===== src/hdl/plist_pkg.sv =====
// plist_pkg: shared types and constants for the positional list engine
// no dependencies; imported by every module of the block

package plist_pkg;

  localparam int DATA_W       = 32;
  localparam int CMD_W        = 2;
  localparam int POS_W        = 7;
  localparam int STATUS_W     = 2;
  localparam int LEN_W        = 7;
  localparam int CAPACITY_DEF = 64;
  // taps or-ed together in one registered group of the read-out tree
  localparam int GROUP_SIZE   = 32;

  typedef enum logic [CMD_W-1:0] {
    CMD_INSERT = 2'd0,
    CMD_DELETE = 2'd1,
    CMD_READ   = 2'd2
  } cmd_t;

  typedef enum logic [STATUS_W-1:0] {
    ST_OK    = 2'd0,
    ST_RANGE = 2'd1,
    ST_FULL  = 2'd2
  } status_t;

  // broadcast to every cell in the cycle a command is taken
  typedef struct packed {
    logic              ins;    // successful insert
    logic              del;    // successful delete
    logic              rd;     // successful delete or read: tap the entry
    logic [POS_W-1:0]  pos;
    logic [DATA_W-1:0] value;
  } cell_ctl_t;

  // result fields that travel beside the read-out tree
  typedef struct packed {
    status_t          status;
    logic [LEN_W-1:0] length;
  } meta_t;

endpackage


===== src/hdl/plist_cell.sv =====
// plist_cell: one list entry, shifts with its neighbors on insert and delete
// depends on plist_pkg

module plist_cell import plist_pkg::*; #(
  parameter int IDX = 0,
  parameter int IW  = POS_W
) (
  input  logic              clk,
  input  cell_ctl_t         ctl,
  input  logic [DATA_W-1:0] left_data,
  input  logic [DATA_W-1:0] right_data,
  output logic [DATA_W-1:0] data,
  output logic [DATA_W-1:0] tap
);

  localparam logic [IW-1:0] ME = IW'(IDX);

  logic [DATA_W-1:0] data_r;
  logic [DATA_W-1:0] tap_r;
  logic [IW-1:0]     pos_ext;

  assign pos_ext = IW'(ctl.pos);

  // entry update: take the new value, the left neighbor or the right neighbor
  always_ff @(posedge clk) begin
    if (ctl.ins) begin
      if (ME == pos_ext) begin
        data_r <= ctl.value;
      end else if (ME > pos_ext) begin
        data_r <= left_data;
      end
    end else if (ctl.del && (ME >= pos_ext)) begin
      data_r <= right_data;
    end
  end

  // read tap holds the entry before the shift, zero when not selected
  always_ff @(posedge clk) begin
    if (ctl.rd && (ME == pos_ext)) begin
      tap_r <= data_r;
    end else begin
      tap_r <= '0;
    end
  end

  assign data = data_r;
  assign tap  = tap_r;

endmodule


===== config.mk =====
export PLATFORM = sky130hd
export DESIGN_NAME = plist_cell
export DESIGN_NICKNAME = d
export VERILOG_FILES = /design/src/hdl/plist_pkg.sv /design/src/hdl/plist_cell.sv
export SDC_FILE = /design/constraint.sdc
export NUM_CORES = 1
export LEC_CHECK = 0
export ABC_AREA = 1
export BUFFER_PORTS_ARGS = -buffer_cell sky130_fd_sc_hd__buf_2
export CELL_PAD_IN_SITES_DETAIL_PLACEMENT = 2
export CELL_PAD_IN_SITES_GLOBAL_PLACEMENT = 2
export CORE_UTILIZATION = 23
export DETAILED_ROUTE_END_ITERATION = 16
export PLACE_DENSITY_LB_ADDON = 0.1
export SLEW_MARGIN = 20
export SYNTH_ARGS = -nofsm -noshare
export SYNTH_HDL_FRONTEND = slang
export SYNTH_SLANG_ARGS = --single-unit

===== constraint.sdc =====
create_clock -name clk -period 2.2 [get_ports clk]
set_input_delay 0.44 -clock clk [delete_from_list [all_inputs] [get_ports clk]]
set_output_delay 0.44 -clock clk [all_outputs]
set_load 0.02 [all_outputs]

==> impl_metrics.csv <==
group,metric,value,unit
run_status,status,"completed",
grt,grt_max_degree,33,
grt,antenna_found_initial,1,
worst_setup_path,r2r_start,"data[21]",
worst_setup_path,cp-start-kind,"input port",
placed_design,placed_area,0.00408,mm²
floorplanning,start_util,24.0,%
sta,tightestPinTransition,0.508,ns
finish,seq_area,0.00160,mm²
placed_design,port_buffers,170,
detailed_routing,drc,0,
worst_setup_path,crit_arrival,1.48,ns
worst_setup_path,path_class,"input port to flop",
logic_synthesis,yosysTopAreaCellShare,31.1,%
grt,grt_pass1_wl,17300,µm
floorplanning,fp-row-count,41,
cts,tritoncts,"yes",
logic_synthesis,synth.cell_area,0.00309,mm²
placed_design,gp_congestion,0.727,
floorplanning,ios,171,
floorplanning,core_area,0.0129,mm²
detailed_routing,post_drt_via_cell_ratio,4.13,
sta,finalSetupTns,0,ns
sta,rsz0062_at_grt,"no",
logic_synthesis,yosys_register_bits,64,
finish,fillers,1554,
worst_setup_path,reg2regPathDepth,2,
finish,nets,663,
min_path,whs_endpoint,"data[31]",
placed_design,post-dp-hpwl,8510,µm
floorplanning,die_w,118,µm
worst_setup_path,cp-end-kind,"flop",
logic_synthesis,ys_top_cells_by_count,"inv_1, nand2_1, nand3_1",
logic_synthesis,yosysMostFrequentCell,"inv_1",
finish,area_delta_synth_final,41.8,%
sta,hold_viol,0,
pwr,power.density,675,mW/mm²
worst_setup_path,critPathRequiredTime,2.21,ns
grt,overflow,0,
detailed_routing,drt-total-wl,11000,µm
floorplanning,die_area,0.0139,mm²
cts,cts.sinks,64,
detailed_routing,firstDrtPassIters,4,
sta,maxSlewHeadroom,66.1,%
pwr,ir_drop,0.320,mV
grt,grt_pass1_vias,3295,
worst_setup_path,crit_fanout,18,
logic_synthesis,ys_types,18,
floorplanning,die_h,118,µm
logic_synthesis,ys.flop_type,"edfxtp_1",
detailed_routing,vias,3028,
pwr,leakage,2.42,nW
flow_run,cap_violations,0,
logic_synthesis,yosys.area.top_type,"edfxtp_1",
min_path,holdCritStartpoint,"right_data[31]",
finish,multi_input_area,958,µm²
sta,max_freq,680,MHz
detailed_routing,antenna_left,0,
min_path,min_path_type,"input port to flop",
sta,fin_skew,0.00312,ns
worst_setup_path,reg2reg_slack,1.52,ns
sta,period_share,66.8,%
finish,drive_gt1_share,39.2,%
cts,cts_resized,0,
cts,cts_hold_buffers,0,
sta,fin_crit,1.47,ns
cts,numCtsBuffers,9,
pwr,power,2.96,mW
worst_setup_path,r2r-end,"tap[21]",
cts,cts_setup_buffers,0,
logic_synthesis,yosysWarnings,0,
logic_synthesis,async_reset_ff_share,0,%
worst_setup_path,crit_path_start,"ctl[35]",
logic_synthesis,synth_nets,496,
sta,slew_violations,0,
min_path,hold_depth,3,
logic_synthesis,ys_seq_area_share,51.8,%
cts,path_clk_slew,0.05,ns
sta,worst_slack,0.730,ns
cts,root_buffer,"clkbuf_16",
cts,clk_path_buf_depth,2,
logic_synthesis,synthCells,389,
grt,grt_util_all_layers,16.4,%
cts,cts_max_level,3,
sta,setup_viol,0,
detailed_routing,drt_iter0_drc,132,
cts,clk_latency,0.33,ns
finish,finalInstanceArea,0.00438,mm²
logic_synthesis,synth_edf_count,32,
placed_design,dp_slack,0.366,ns
logic_synthesis,netlist_top_cells_area,"edfxtp_1, dfxtp_1, inv_1",
logic_synthesis,synth.avg_cell_area,7.94,µm²
detailed_routing,wl_per_cell,14.9,µm
how the worst max path moves through the flow:
stage	slack, ns	end
floorplan	0.22	data[0]
global placement	0.43	data[21]
detailed placement	0.37	data[7]
CTS	0.71	data[25]
global route	0.66	data[6]
finish	0.73	data[5]
logic make-up (layout without fill, tap and decap cells):
family          after synthesis  count (layout)  share of synthesized area (%)
simple gates                169             169                           25.6
buf+inv                     123             295                           17.2
flops                        64              64                           51.8
compound gates               33              33                           5.43
other cells                   0               1                              0
per-layer routing:
layer,GRT usage [%],vias to the layer above,wire [µm]
li1,-,1512,-
met1,19.8,1400,4900
met2,27.7,102,5250
met3,4.36,14,651
met4,5.93,0,174
met5,0,-,0
flip-flops by register name, summed over array words and instances (netlist names):
register and flops:
data 32, tap 32
cell usage in the layout, fill, tap and decap left out:
master,count
nor2_1,14
buf_2,170
nand2_1,65
diode_2,1
inv_1,100
clkinv_2,2
nand2_2,2
dfxtp_1,32
buf_12,1
clkbuf_8,2
nor2_4,1
clkbuf_1,2
inv_2,1
nor2_2,22
bufinv_16,1
edfxtp_1,32
clkbuf_16,9
nand2_4,1
o21ai_0,32
o21a_2,1
buf_4,7
nand3_1,64
stage by stage:
stage / util, % / hold slack, ns / instances
after floorplan: - / 0.597 / 389
after global placement: 31.7 / 0.476 / 717
after detailed placement: 31.7 / 0.486 / 717
after CTS: 34.0 / 0.375 / 733
after global routing: 34.0 / 0.387 / 733
final: 34.0 / 0.384 / 734
layout make-up:
class | count | area share (%)
Antenna cell | 1 | 0.0571
Clock buffer | 13 | 5.94
Clock inverter | 3 | 0.914
Inverter | 101 | 8.65
Multi-Input combinational cell | 202 | 21.9
Sequential cell | 64 | 36.6
Tap cell | 172 | 4.91
Timing Repair Buffer | 178 | 21.1
critical path: stages:
cell and delay, ns:
buf_2 0.10, nor2_1 0.12, nand2_2 0.22, nor2_4 0.19
o21a_2 0.16, buf_4 0.25
power by group:
part | leakage, nW | switching, mW | internal (mW)
clock network | 0.150 | 0.490 | 0.935
registers | 0.536 | 0.00198 | 1.26
logic | 1.73 | 0.152 | 0.117
(Power assumes the default switching activity.)
